===== config.mk =====
export PLATFORM = sky130hd
export DESIGN_NAME = rpn_stack_mem
export DESIGN_NICKNAME = d
export VERILOG_FILES = /design/src/rtl/rpn_stack_mem.sv
export SDC_FILE = /design/constraint.sdc
export NUM_CORES = 2
export LEC_CHECK = 0
export BUFFER_PORTS_ARGS = -buffer_cell sky130_fd_sc_hd__buf_2
export CORE_ASPECT_RATIO = 1.25
export CORE_MARGIN = 2
export CORE_UTILIZATION = 35
export DETAILED_ROUTE_END_ITERATION = 16
export GPL_TIMING_DRIVEN = 1
export HOLD_SLACK_MARGIN = 0.06
export RECOVER_POWER = 50
export SYNTH_ARGS = -nofsm -noshare
export SYNTH_HDL_FRONTEND = slang
export SYNTH_SLANG_ARGS = --single-unit

===== constraint.sdc =====
create_clock -name clk -period 4.3 [get_ports clk]
set_clock_uncertainty 0.2 [all_clocks]
set_input_delay 0.215 -clock clk [delete_from_list [all_inputs] [get_ports clk]]
set_output_delay 0.215 -clock clk [all_outputs]
set_load 0.01 [all_outputs]

===== src/rtl/rpn_stack_mem.sv =====
// Operand stack storage for the RPN calculator: one write port and one read
// port with registered read data. Depends on no package.
module rpn_stack_mem #(
  parameter int DEPTH = 128,
  parameter int W     = 32,
  parameter int AW    = 7
) (
  input  logic          clk,
  input  logic          we,
  input  logic [AW-1:0] waddr,
  input  logic [W-1:0]  wdata,
  input  logic [AW-1:0] raddr,
  output logic [W-1:0]  rdata
);

  logic [W-1:0] mem [DEPTH];
  logic [W-1:0] rdata_r;

  always_ff @(posedge clk) begin
    if (we) begin
      mem[waddr] <= wdata;
    end
    rdata_r <= mem[raddr];
  end

  assign rdata = rdata_r;

endmodule


Yosys cells after proc, flatten, opt, wreduce, memory -nomap -nowiden:

Memories as Yosys holds them, arrays and structs flattened. A register that Yosys moved wholly into a read port is not among the register bits.
Index checks and enable logic that the tools add are counted.

* bits in registers: 0
* memory bits (writable): 4096
* input port bits: 48
* memories: 1
* word-level logic and storage cells: 3

Memory list
* mem: words 128, width 32, rd ports 1, clocked after memory_dff 1, wr ports 1, RTL line 16 `logic [W-1:0] mem [DEPTH];`

* multiplexer cells: 2

Operators by type and width (number)
* 1-bit two-way mux: 2

Depth between registers and ports, before layout:

* depth in word-level cells: 2
* gate-level depth with buffers: 8
* gate-level depth less buffers: 4

Least setup slack after synthesis:

OpenSTA, ideal clock, no wires.

* path type: input-to-reg
* start: input port we
* end: memory mem[98][0] (enable)
* data required time: 3.639 ns
* cell stages on the path: 3
* data arrival time: 2.993 ns
* path slack: 0.646 ns
* cell sequence: clkbuf_1 -> nand4_1 -> nor3_1

* cells in the longest elaborated chain, start to end: 2

RTL lines
* start, declared: RTL line 9 `input logic we,`
* 1-bit two-way mux: RTL line 20 `if (we) begin`
* 1-bit two-way mux (implied by the code): RTL line 21 `mem[waddr] <= wdata;`
* end, declared: RTL line 16

No other way between the ends.

Final worst setup path:

* start: input port wdata[14]
* end: memory mem[118][14] (data pin)

RTL lines
* start, declared: RTL line 11 `input logic [W-1:0] wdata,`

No word-level cell before the write port.

==> impl_results.md <==
* Cell at the root of the clock tree: sky130_fd_sc_hd__clkbuf_16
* Busiest layer in global routing: met2
* Leftover overflow at the end of global routing at 0
* Flip-flop and latch count after synthesis at around 4100
* Clk pin slew, worst setup/hold paths at roughly 0.060 ns
* Clock buffer count from CTS at 380
* Top-level port count at 80
* Data arrival time of the worst path at 3.74 ns
* Setup tns final at 0 ns
* Number of nets still failing antenna checks after routing at 0
* Result of the run: finished, violations left
* Highest net fanout along the worst path at roughly 70
* Buffer levels on the longest clock path at 4
* Max-slew violation total from the final report at ~2700
* Starting Density at a little over a third
* Unrepaired setup endpoints after global routing: false
* Worst slack at placement at 0.446 ns
* Final Critical Period at around 3.7 ns
* Final WS setup at 0.596 ns
* Number of library cell types mapped by synthesis at 17
* Clk sinks at 4128
* Maximum vdd ir drop at roughly 0.00031 V
* Detailed-routing iteration count for the pre-antenna-repair pass at 11
* Via count normalized by instance count at ~5.5
* Layout Area Growth over Synthesis at 15.8%
* Buffers on Ports at ~80
* Combined area of the multi-input logic cells at around 0.032 mm2
* Total power consumption of the routed design at between 80 and 90 mW
* Total wire length at 436000 um
* Max-capacitance violation count at 43
* Number of global-route vias before repair at between 70000 and 80000
* Data required time at the worst endpoint at approximately 4.3 ns
* Worst-Margin Slew at between 3 and 4 ns
* Dpl hpwl at approximately 260000 um
* Proportion of synthesized chip area in sequential cells at between 70% and 80%
* Fraction of final layout cells with drive strength greater than 1 at ~36%
* DIE HEIGHT at approximately 750 um
* Routed vias at ~71000
* Power per cell area at ~460 mW/mm2
* Reg area at approximately 0.12 mm2
* Critical path startpoint category: primary input
* First DRT Iteration DRCs at 10124
* Area of the die at about 0.45 mm2
* Hold violation count in the final report at 0
* Reported leakage power at about 55 nW
* Placement row count at 274
* Critical Path End Type: flop
* Wire length of the first global-routing pass at approximately 600000 um
* Period utilisation layout at 86.1%
* GR Util met1 at approximately 25%
* Post-CTS setup buffers at 0
* Antenna violations before repair at 63
* Number of nets in the layout at around 6600
* Violations in the final reports: DRC, capacitance limit, slew limit
* Post-synth net total at approximately 6000
* Met2 Resource Use GR at 33.5%
* Layout filler cell count at about 38000
* Max Clock Freq at 270 MHz
* Min-Delay Path Class: primary input to flop
* Warnings, synthesis at 0
* Core area at 0.445 mm2
* Remaining design rule violation count at 12
* Worst-case hold slack at around 0.16 ns
* Tot GR Track Use at roughly a fifth
* Routed WL per cell at 33.9 um
* Pin count of the biggest net entering global routing at approximately 90
* H-Tree Depth at 5
* Type of the worst setup path: primary input to flop
* Die W at roughly 600 um
* CTS tree: yes
* Post-Synthesis Cell Area at 0.156 mm2
* Clock latency at the later pin of the worst-skew pair at around 0.95 ns
* Count of mapped cells out of synthesis at about 6000
* Met3 track demand over resource in global routing at roughly 2.4%
* Max transition margin at -148%
* Syn avg cell area at 26.1 um2
* Routability congestion estimate at 0.815
* Finish-stage setup viols at 0
[what timing repair did]
action	CTS	global route
gates resized for setup	0	0
hold buffers	48	0
endpoints found under the hold margin	3424	0
[layout by cell type, fill, tap and decap left out, types with 4 or more instances in the layout]
master,synthesis,routed
sky130_fd_sc_hd__clkinv_16,0,5
sky130_fd_sc_hd__nor2_1,122,8
sky130_fd_sc_hd__nand3_2,0,4
sky130_fd_sc_hd__clkbuf_16,0,386
sky130_fd_sc_hd__nor2b_1,7,7
sky130_fd_sc_hd__nand2_1,14,11
sky130_fd_sc_hd__clkinvlp_4,0,14
sky130_fd_sc_hd__clkinv_1,0,65
sky130_fd_sc_hd__nor3_2,0,9
sky130_fd_sc_hd__buf_12,0,93
sky130_fd_sc_hd__clkbuf_2,0,41
sky130_fd_sc_hd__nand3_1,12,8
sky130_fd_sc_hd__inv_6,0,8
sky130_fd_sc_hd__dfxtp_1,32,32
sky130_fd_sc_hd__bufinv_16,0,48
sky130_fd_sc_hd__buf_2,79,36
sky130_fd_sc_hd__dlygate4sd3_1,0,48
sky130_fd_sc_hd__clkbuf_1,182,114
sky130_fd_sc_hd__edfxtp_1,4096,4096
sky130_fd_sc_hd__mux4_2,1344,1344
sky130_fd_sc_hd__inv_16,0,8
sky130_fd_sc_hd__buf_4,3,241
sky130_fd_sc_hd__nor2_4,0,114
sky130_fd_sc_hd__mux2_2,32,32
sky130_fd_sc_hd__clkinv_2,0,70
sky130_fd_sc_hd__clkbuf_8,0,8
sky130_fd_sc_hd__diode_2,0,85
[Yosys cell counts]
cell type	count	area [um2]
sky130_fd_sc_hd__edfxtp_1	4096	123000
sky130_fd_sc_hd__mux4_2	1344	30300
sky130_fd_sc_hd__clkbuf_1	182	683
sky130_fd_sc_hd__nor2_1	122	458
sky130_fd_sc_hd__buf_2	79	395
sky130_fd_sc_hd__buf_1	50	188
sky130_fd_sc_hd__dfxtp_1	32	641
sky130_fd_sc_hd__mux2_2	32	360
sky130_fd_sc_hd__nand2_1	14	52.6
sky130_fd_sc_hd__nand3_1	12	60.1
sky130_fd_sc_hd__nor3_1	9	45.0
sky130_fd_sc_hd__nor2b_1	7	43.8
sky130_fd_sc_hd__buf_4	3	22.5
sky130_fd_sc_hd__nand4_1	3	18.8
sky130_fd_sc_hd__buf_6	2	22.5
sky130_fd_sc_hd__nand2b_1	2	12.5
sky130_fd_sc_hd__or3_1	1	6.26
[power by group]
group	total [mW]	internal, mW	switching [mW]
Sequential	44.7	44.5	0.223
Combinational	4.57	1.73	2.84
Clock	34.7	19.6	15.1
[worst max-delay path, stage by stage]
cell                            delay [ns]
sky130_fd_sc_hd__dlygate4sd3_1        0.53
sky130_fd_sc_hd__buf_4                0.60
sky130_fd_sc_hd__clkbuf_1             2.21
[layout make-up]
type                    count  share of cell area, %
flip-flops and latches   4128                   68.3
clock buffers             474                   5.57
well taps                5934                   4.10
diodes                     85                  0.118
clock inverters           224                   1.43
multi-input cells        1546                   17.8
repair buffers            498                   2.61
[per-layer routing]
layer | up-vias | share of wire [%]
met5 | - | 0.016
met4 | 12 | 2.9
met3 | 551 | 7.9
met2 | 3427 | 51
met1 | 39809 | 38
li1 | 27591 | -
[path summary, 6_finish.rpt]
path,from,to,slack (ns),cells after the start
worst min-delay path,waddr[3],mem[120][7],0.16,4
worst max register to register,mem[50][30],rdata[30],1.07,5
worst min register to register,mem[30][1],rdata[1],0.89,4
worst max-delay path,wdata[14],mem[118][14],0.60,3
[sequential cells by signal, indices dropped and copies added, names as in the netlist]
| register | flops |
|---|---|
| rdata | 32 |
| mem | 4096 |
[cells by family after synthesis]
kind of cell	synth area share, %
flip-flops	79.1
multiplexers	19.6
buffers and inverters	0.839
AND/OR/NAND/NOR	0.446
[per-stage QoR]
step                      cell area [um2]  utilization (%)  instances
after global routing               181000             40.6      12859
after floorplan                    156000                -       5990
after detailed placement           168000             37.7      12058
after CTS                          181000             40.7      12804
final                              181000             40.7      12889
after global placement             168000             37.7      12058
Note: power is estimated with default switching activity, not from simulation.
