$ cat src/rtl/rpn_pkg.sv
// Package for the RPN stack calculator: command and status codes, and the
// control bundle that the top level sends to the bit-serial arithmetic unit.
// Depends on nothing; the top level and rpn_muldiv use it.
package rpn_pkg;

  typedef enum logic [3:0] {
    CMD_PUSH  = 4'd0,
    CMD_ADD   = 4'd1,
    CMD_SUB   = 4'd2,
    CMD_MUL   = 4'd3,
    CMD_DIV   = 4'd4,
    CMD_MOD   = 4'd5,
    CMD_POP   = 4'd6,
    CMD_PEEK  = 4'd7,
    CMD_SWAP  = 4'd8,
    CMD_CLEAR = 4'd9
  } cmd_t;

  typedef enum logic [2:0] {
    ST_OK    = 3'd0,
    ST_UNDER = 3'd1,
    ST_FULL  = 3'd2,
    ST_ZDIV  = 3'd3,
    ST_SWAP  = 3'd4,
    ST_SAT   = 3'd5
  } status_t;

  // start: load operands and begin; div: divide rather than multiply;
  // whole: the dividend is an integer and is not shifted by the fraction bits.
  typedef struct packed {
    logic start;
    logic div;
    logic whole;
  } md_ctrl_t;

endpackage

$ cat src/rtl/rpn_muldiv.sv
// Bit-serial magnitude multiplier and restoring divider for the RPN
// calculator, one result bit per cycle. Depends on rpn_pkg (md_ctrl_t).
module rpn_muldiv #(
  parameter int VW = 32
) (
  input  logic                       clk,
  input  logic                       rst_n,
  input  rpn_pkg::md_ctrl_t          ctrl,
  input  logic [VW-1:0]              opa,
  input  logic [VW-1:0]              opb,
  output logic                       done,
  output logic [VW+(VW/2)-1:0]       q,
  output logic [VW-1:0]              rem
);

  localparam int F  = VW / 2;
  localparam int QW = VW + F;
  localparam int NW = $clog2(QW + 1);

  logic          busy_r, busy_nxt;
  logic          done_r, done_nxt;
  logic          div_r, div_nxt;
  logic [NW-1:0] cnt_r, cnt_nxt;
  logic [VW:0]   acc_r, acc_nxt;
  logic [QW-1:0] sh_r, sh_nxt;
  logic [VW-1:0] dv_r, dv_nxt;

  logic [VW:0]     sum;
  logic [VW-1:0]   rs;
  logic            ge;
  logic [2*VW-1:0] prod;

  always_comb begin
    sum  = {1'b0, acc_r[VW-1:0]} + (sh_r[0] ? {1'b0, dv_r} : {(VW+1){1'b0}});
    rs   = {acc_r[VW-2:0], sh_r[QW-1]};
    ge   = (rs >= dv_r);
    prod = {acc_r[VW-1:0], sh_r[VW-1:0]};

    busy_nxt = busy_r;
    done_nxt = 1'b0;
    div_nxt  = div_r;
    cnt_nxt  = cnt_r;
    acc_nxt  = acc_r;
    sh_nxt   = sh_r;
    dv_nxt   = dv_r;

    if (ctrl.start) begin
      busy_nxt = 1'b1;
      div_nxt  = ctrl.div;
      acc_nxt  = '0;
      if (ctrl.div) begin
        cnt_nxt = NW'(QW);
        dv_nxt  = opb;
        sh_nxt  = ctrl.whole ? QW'(opa) : {opa, {F{1'b0}}};
      end else begin
        cnt_nxt = NW'(VW);
        dv_nxt  = opa;
        sh_nxt  = QW'(opb);
      end
    end else if (busy_r) begin
      if (div_r) begin
        acc_nxt = {1'b0, (ge ? (rs - dv_r) : rs)};
        sh_nxt  = {sh_r[QW-2:0], ge};
      end else begin
        acc_nxt = {1'b0, sum[VW:1]};
        sh_nxt  = QW'({sum[0], sh_r[VW-1:1]});
      end
      cnt_nxt = cnt_r - NW'(1);
      if (cnt_r == NW'(1)) begin
        busy_nxt = 1'b0;
        done_nxt = 1'b1;
      end
    end
  end

  always_ff @(posedge clk) begin
    if (!rst_n) begin
      busy_r <= 1'b0;
      done_r <= 1'b0;
    end else begin
      busy_r <= busy_nxt;
      done_r <= done_nxt;
    end
    div_r <= div_nxt;
    cnt_r <= cnt_nxt;
    acc_r <= acc_nxt;
    sh_r  <= sh_nxt;
    dv_r  <= dv_nxt;
  end

  assign done = done_r;
  assign q    = div_r ? sh_r : prod[2*VW-1:F];
  assign rem  = acc_r[VW-1:0];

endmodule
$ cat config.mk
export PLATFORM = sky130hd
export DESIGN_NAME = rpn_muldiv
export DESIGN_NICKNAME = d
export VERILOG_FILES = /design/src/rtl/rpn_pkg.sv /design/src/rtl/rpn_muldiv.sv
export SDC_FILE = /design/constraint.sdc
export NUM_CORES = 1
export LEC_CHECK = 0
export ABC_AREA = 1
export BUFFER_PORTS_ARGS = -buffer_cell sky130_fd_sc_hd__buf_2
export CORE_MARGIN = 10
export CORE_UTILIZATION = 50
export DETAILED_ROUTE_END_ITERATION = 16
export GPL_TIMING_DRIVEN = 0
export HOLD_SLACK_MARGIN = 0.06
export MAX_ROUTING_LAYER = met4
export PLACE_DENSITY_LB_ADDON = 0.12
export SETUP_SLACK_MARGIN = 0.5
export SLEW_MARGIN = 20
export SYNTH_ARGS = -nofsm -noshare
export SYNTH_HDL_FRONTEND = slang
export SYNTH_SLANG_ARGS = --single-unit
$ cat constraint.sdc
create_clock -name clk -period 3.3 [get_ports clk]
set_input_delay 0.33 -clock clk [delete_from_list [all_inputs] [get_ports clk]]
set_output_delay 0.33 -clock clk [all_outputs]
set_load 0.02 [all_outputs]
**Word level (Yosys, flattened, before mapping)**

Cells that the tools add are included.

- Add/subtract/negate cells: 3
- $lt $le $gt $ge: 1
- Equal/unequal tests: 1
- Mux-type cells: 17
- Bitwise operators: 2
- Reduce and logical (&&, ||, !) cells: 2

Operators by type and width:

| cell | number |
|---|---|
| $mux 48 | 6 |
| $mux 32 | 4 |
| $add 32x32->33 | 1 |
| $ge 32x32->1 | 1 |
| $sub 32x32->32 | 1 |
| $mux 6 | 2 |
| $eq 6x1->1 const B | 1 |
| $sub 6x1->6 const B | 1 |
| $mux 5 | 1 |
| $mux 1 | 4 |
| $reduce_or 3->1 | 1 |
| $not 1->1 | 2 |
| $reduce_bool 2->1 | 1 |

- Register bits after elaboration: 121
- Output and inout port bits: 81

**Logic depth before layout (Yosys ltp)**

- Depth in word-level cells: 5
- Mapped depth: 19

**Least setup slack after synthesis**

Ideal clock, no wire load.

- Path kind: register to register
- From: register sh_r[0]
- To: register acc_r[23]
- Setup time: 112 ps
- Arrival: 2347 ps
- Setup slack: 840 ps
- Stages on the path, launching flop included: 20
- Path buffers: 2
- Clock period less this slack: 2460 ps
- Cells stage by stage: edfxtp_1 clkbuf_1 clkbuf_1 nand2_1 inv_1 ha_1 fa_1 nand2_1 o21ai_0 nand2_1 nand2_1 nand2_1 nand2_1 nand2_1 nand2_1 nand2_1 nand3_1 nand2_1 nand2_1 nand2_1

- Cells in the longest elaborated chain, start to end: 3

RTL lines:

| item | RTL line | text |
|---|---|---|
| start, declared | rpn_muldiv.sv:25 | `logic [QW-1:0] sh_r, sh_nxt;` |
| start signal, assigned | rpn_muldiv.sv:87 | `sh_r <= sh_nxt;` |
| $mux 32 | rpn_muldiv.sv:34 | `sum = {1'b0, acc_r[VW-1:0]} + (sh_r[0] ? {1'b0, dv_r} : {(VW+1){1'b0}});` |
| $add 32x32->33 | rpn_muldiv.sv:34 |  |
| $mux 32 | rpn_muldiv.sv:61 | `if (div_r) begin` |
| end signal, assigned | rpn_muldiv.sv:86 | `acc_r <= acc_nxt;` |
| end, declared | rpn_muldiv.sv:24 | `logic [VW:0] acc_r, acc_nxt;` |

No other way between the ends.
A chain may end at the register's enable or synchronous reset.

**Worst setup path in the final report**

- From: register div_r
- To: output port q[1]

- Cells in the longest elaborated chain, start to end: 1

RTL lines:

| item | RTL line | text |
|---|---|---|
| start, declared | rpn_muldiv.sv:22 | `logic div_r, div_nxt;` |
| start signal, assigned | rpn_muldiv.sv:84 | `div_r <= div_nxt;` |
| $mux 48 | rpn_muldiv.sv:92 | `assign q = div_r ? sh_r : prod[2*VW-1:F];` |
| end, declared | rpn_muldiv.sv:12 | `output logic [VW+(VW/2)-1:0] q,` |

No other way between the ends.

==> flow_metrics.tcl <==
set metrics [dict create \
    wl_per_cell_microns 20.4 \
    holdPathStages 1 \
    n_antenna_cell 0 \
    yosysUniqueCellTypes 39 \
    cp_top_family "buffers and inverters" \
    ys.warnings.count 0 \
    power.switching_mw 2.34 \
    maxSlewViolCount 0 \
    vias 13718 \
    start_util_pct 50.7 \
    cts_buffer_depth 2 \
    path_class "register to output pin" \
    dr.pass1.iters 7 \
    grt_max_degree 55 \
    worst_hold_slack_ns 0.0880 \
    r2r_slack_ns 0.58 \
    rsz0062_at_grt "true" \
    r2r_cells 19 \
    hold_viol_final 0 \
    peakVddDrop_mv 0.364 \
    setup_viol 0 \
    ys.flop_type "edfxtp_1" \
    final_common_cell "nand2_1" \
    critPathBufInv 5 \
    slowest_stage "edfxtp_1" \
    grt_usage_pct 32.7 \
    post-route-min-period_ns 2.76 \
    avgSynthCellArea_sq_um 6.10 \
    vias_per_cell 5.60 \
    area_growth_pct 15.9 \
    netlist_instances 1945 \
    regToRegEndpoint "acc_r[29]" \
    setup_slack_ns 0.543 \
    crit_path_end_kind "output pin" \
    crit_chain "buf_2 -> clkinv_1 -> buf_2 -> buf_2 -> nand2_1 -> nand2_1 -> buf_2" \
    async_flop_share_pct 0 \
    worst_setup_path_start_kind "register" \
    h-tree-depth 4 \
    io_buffers 149 \
    pin_count 150 \
    total_leakage_power_nw 7.50 \
    synth_area_sq_um 11900 \
    hp-start "ctrl[1]" \
    fin_skew_ns 0.0240 \
    critical-path-max-stage-delay_ns 0.38 \
    clkPwrFrac_pct 32.6 \
    drv_cap 0 \
    antenna_found_initial 0 \
    synth_edf_count 87 \
    cpMostUsedCell "buf_2" \
    worstPathArrival_ns 2.43 \
    p_seq_share_pct 33.6 \
    drt-total-wl_microns 49900 \
    hold-path-endpoint "div_r" \
    drc 0 \
    path_max_fanout 10 \
    clock_latency_ns 0.44 \
    cellPowerDensity_nw_per_um2 423 \
    fp-row-count 56 \
    pre_cts_ws_ns -0.362 \
    die_y_microns 174 \
    synth_nets 2082 \
    fin_nets 2256 \
    numCtsBuffers 17 \
    cts_tree "built" \
    drive_gt1_share_pct 13.2 \
    layout_common_cells "702 x nand2_1, 347 x inv_1, 155 x buf_2, 124 x a21oi_1, 119 x o21ai_0" \
    dp_hpwl_microns 40900 \
    reg2reg_from "sh_r[0]" \
    clock_sinks 121 \
    p_int_mw 3.48 \
    place_congestion 1.08 \
    status "finished clean" \
    grt_pass1_vias 13057 \
    worst_pin_slew_ns 0.855 \
    overflow 0 \
    grt_pass1_wl_microns 74300 \
    ant_nets 0 \
    max-slew-margin-rel_pct 42.8 \
    ys_seq_elements 121 \
    fmax_mhz 363 \
    clkTransAtPathRegs_ns 0.08 \
    power_frac_comb_pct 33.8 \
    die_w_microns 174 \
    cp-startpoint "div_r" \
    sw_frac_of_total_pct 40.2 \
    drtIter0Drc 1489 \
    hold_class "primary input to register" \
    finalCritPeriodShare_pct 83.5 \
    core_area_sq_um 23400 \
    required_ns 2.97 \
    yosysSeqAreaShare_pct 27.8 \
    die-area_sq_um 30300 \
    cts-root-buf "clkbuf_16" \
]
[kinds of logic after synthesis]
family	share of synthesized area (%)
buffers and inverters	13.6
XOR/XNOR	1.11
AND/OR/NAND/NOR	35.4
flip-flops	27.8
adder cells (fa/ha/maj)	7.30
AO/OA/AOI/OAI	14.8
[what timing repair did]
action                     CTS  global route
resized for setup           14            40
cloned                       0             0
hold buffers                 0             0
hold endpoints to repair     0             0
setup endpoints to repair   45            56
pin swaps                    0             8
setup buffers                0             6
[metrics by stage]
stage | utilization (%) | power, mW | TNS, ns | cells | cell area, sq um
3_3_place_gp | 55.6 | 3.83 | -35.88 | 2413 | 13000
6_report | 58.8 | 5.82 | 0 | 2450 | 13700
3_5_place_dp | 55.6 | 3.85 | -2.50 | 2413 | 13000
5_1_grt | 58.8 | 6.07 | 0 | 2450 | 13700
4_1_cts | 58.1 | 5.72 | 0 | 2444 | 13600
2_1_floorplan | - | 3.17 | 0 | 1945 | 11900
[state kept, by name (all words and copies together) (netlist names)]
| signal | cells |
|---|---|
| done | 1 |
| sh_r | 48 |
| div_r | 1 |
| acc_r | 32 |
| busy_r | 1 |
| dv_r | 32 |
| cnt_r | 6 |
[cell usage after synthesis, types with 2 or more instances]
| cell type | count | area [sq um] |
|---|---|---|
| nor2_2 | 2 | 12.5 |
| nand3b_1 | 19 | 143 |
| inv_1 | 349 | 1310 |
| nand2_1 | 709 | 2660 |
| nor2_1 | 111 | 417 |
| and2_1 | 4 | 25.0 |
| buf_2 | 5 | 25.0 |
| nand2_2 | 9 | 56.3 |
| a32oi_1 | 16 | 140 |
| nand4_1 | 19 | 119 |
| a21oi_2 | 4 | 35.0 |
| buf_6 | 4 | 45.0 |
| clkinv_1 | 2 | 7.51 |
| o32ai_1 | 16 | 140 |
| o211ai_1 | 2 | 15.0 |
| inv_2 | 5 | 18.8 |
| buf_1 | 9 | 33.8 |
| nor3_1 | 15 | 75.1 |
| xor2_1 | 15 | 131 |
| dfxtp_1 | 34 | 681 |
| fa_1 | 2 | 40.0 |
| edfxtp_1 | 87 | 2610 |
| a31o_2 | 15 | 131 |
| nand3_1 | 112 | 561 |
| o21bai_1 | 5 | 37.5 |
| a21oi_1 | 128 | 641 |
| clkbuf_1 | 46 | 173 |
| or2_2 | 4 | 25.0 |
| nor2_8 | 2 | 40.0 |
| ha_1 | 66 | 826 |
| o21ai_0 | 121 | 606 |
[power groups by stage]
| stage | clock network (mW) | registers [mW] | logic (mW) |
|---|---|---|---|
| finish | 1.90 | 1.96 | 1.97 |
| global placement | 0 | 1.98 | 1.86 |
| CTS | 1.88 | 1.94 | 1.89 |
| global route | 1.95 | 1.96 | 2.16 |
| detailed placement | 0 | 1.98 | 1.87 |
| floorplan | 0 | 1.94 | 1.24 |
[worst max-delay path by stage]
stage	cells after the start	to
3_5_place_dp	19	acc_r[29]
4_1_cts	19	acc_r[29]
2_1_floorplan	19	acc_r[23]
6_report	7	q[1]
5_1_grt	19	acc_r[29]
3_3_place_gp	5	sh_r[5]
[routing by layer]
metal	track usage (%)	part of all wire, %	vias to the layer above
met2	50.6	45	779
met3	4.16	8.8	111
met5	-	0	-
met4	13.9	4.2	0
met1	42.2	42	6253
li1	-	-	6575
[worst reg2reg max path: stages (launching register included)]
cell,delay (ns)
edfxtp_1,0.35
clkbuf_4,0.19
buf_6,0.16
nand2_1,0.05
inv_1,0.04
ha_2,0.22
fa_2,0.38
nand2_1,0.14
o21ai_4,0.09
nand2_1,0.08
nand2_2,0.08
nand2_1,0.15
nand2_1,0.13
nand2_1,0.13
nand2_1,0.06
nand2_1,0.06
nand3_1,0.14
nand2_1,0.11
nand2_1,0.05
nand2_1,0.05
[final cells by class]
cell class	count	area [sq um]
flip-flops and latches	121	3290
clock inverters	14	140
inverters	356	1340
repair buffers	155	791
clock buffers	17	425
well taps	319	399
multi-input cells	1404	7050
plain buffers	64	309
fillers	2418	9650
No activity file was read; power rests on OpenSTA's default activity.
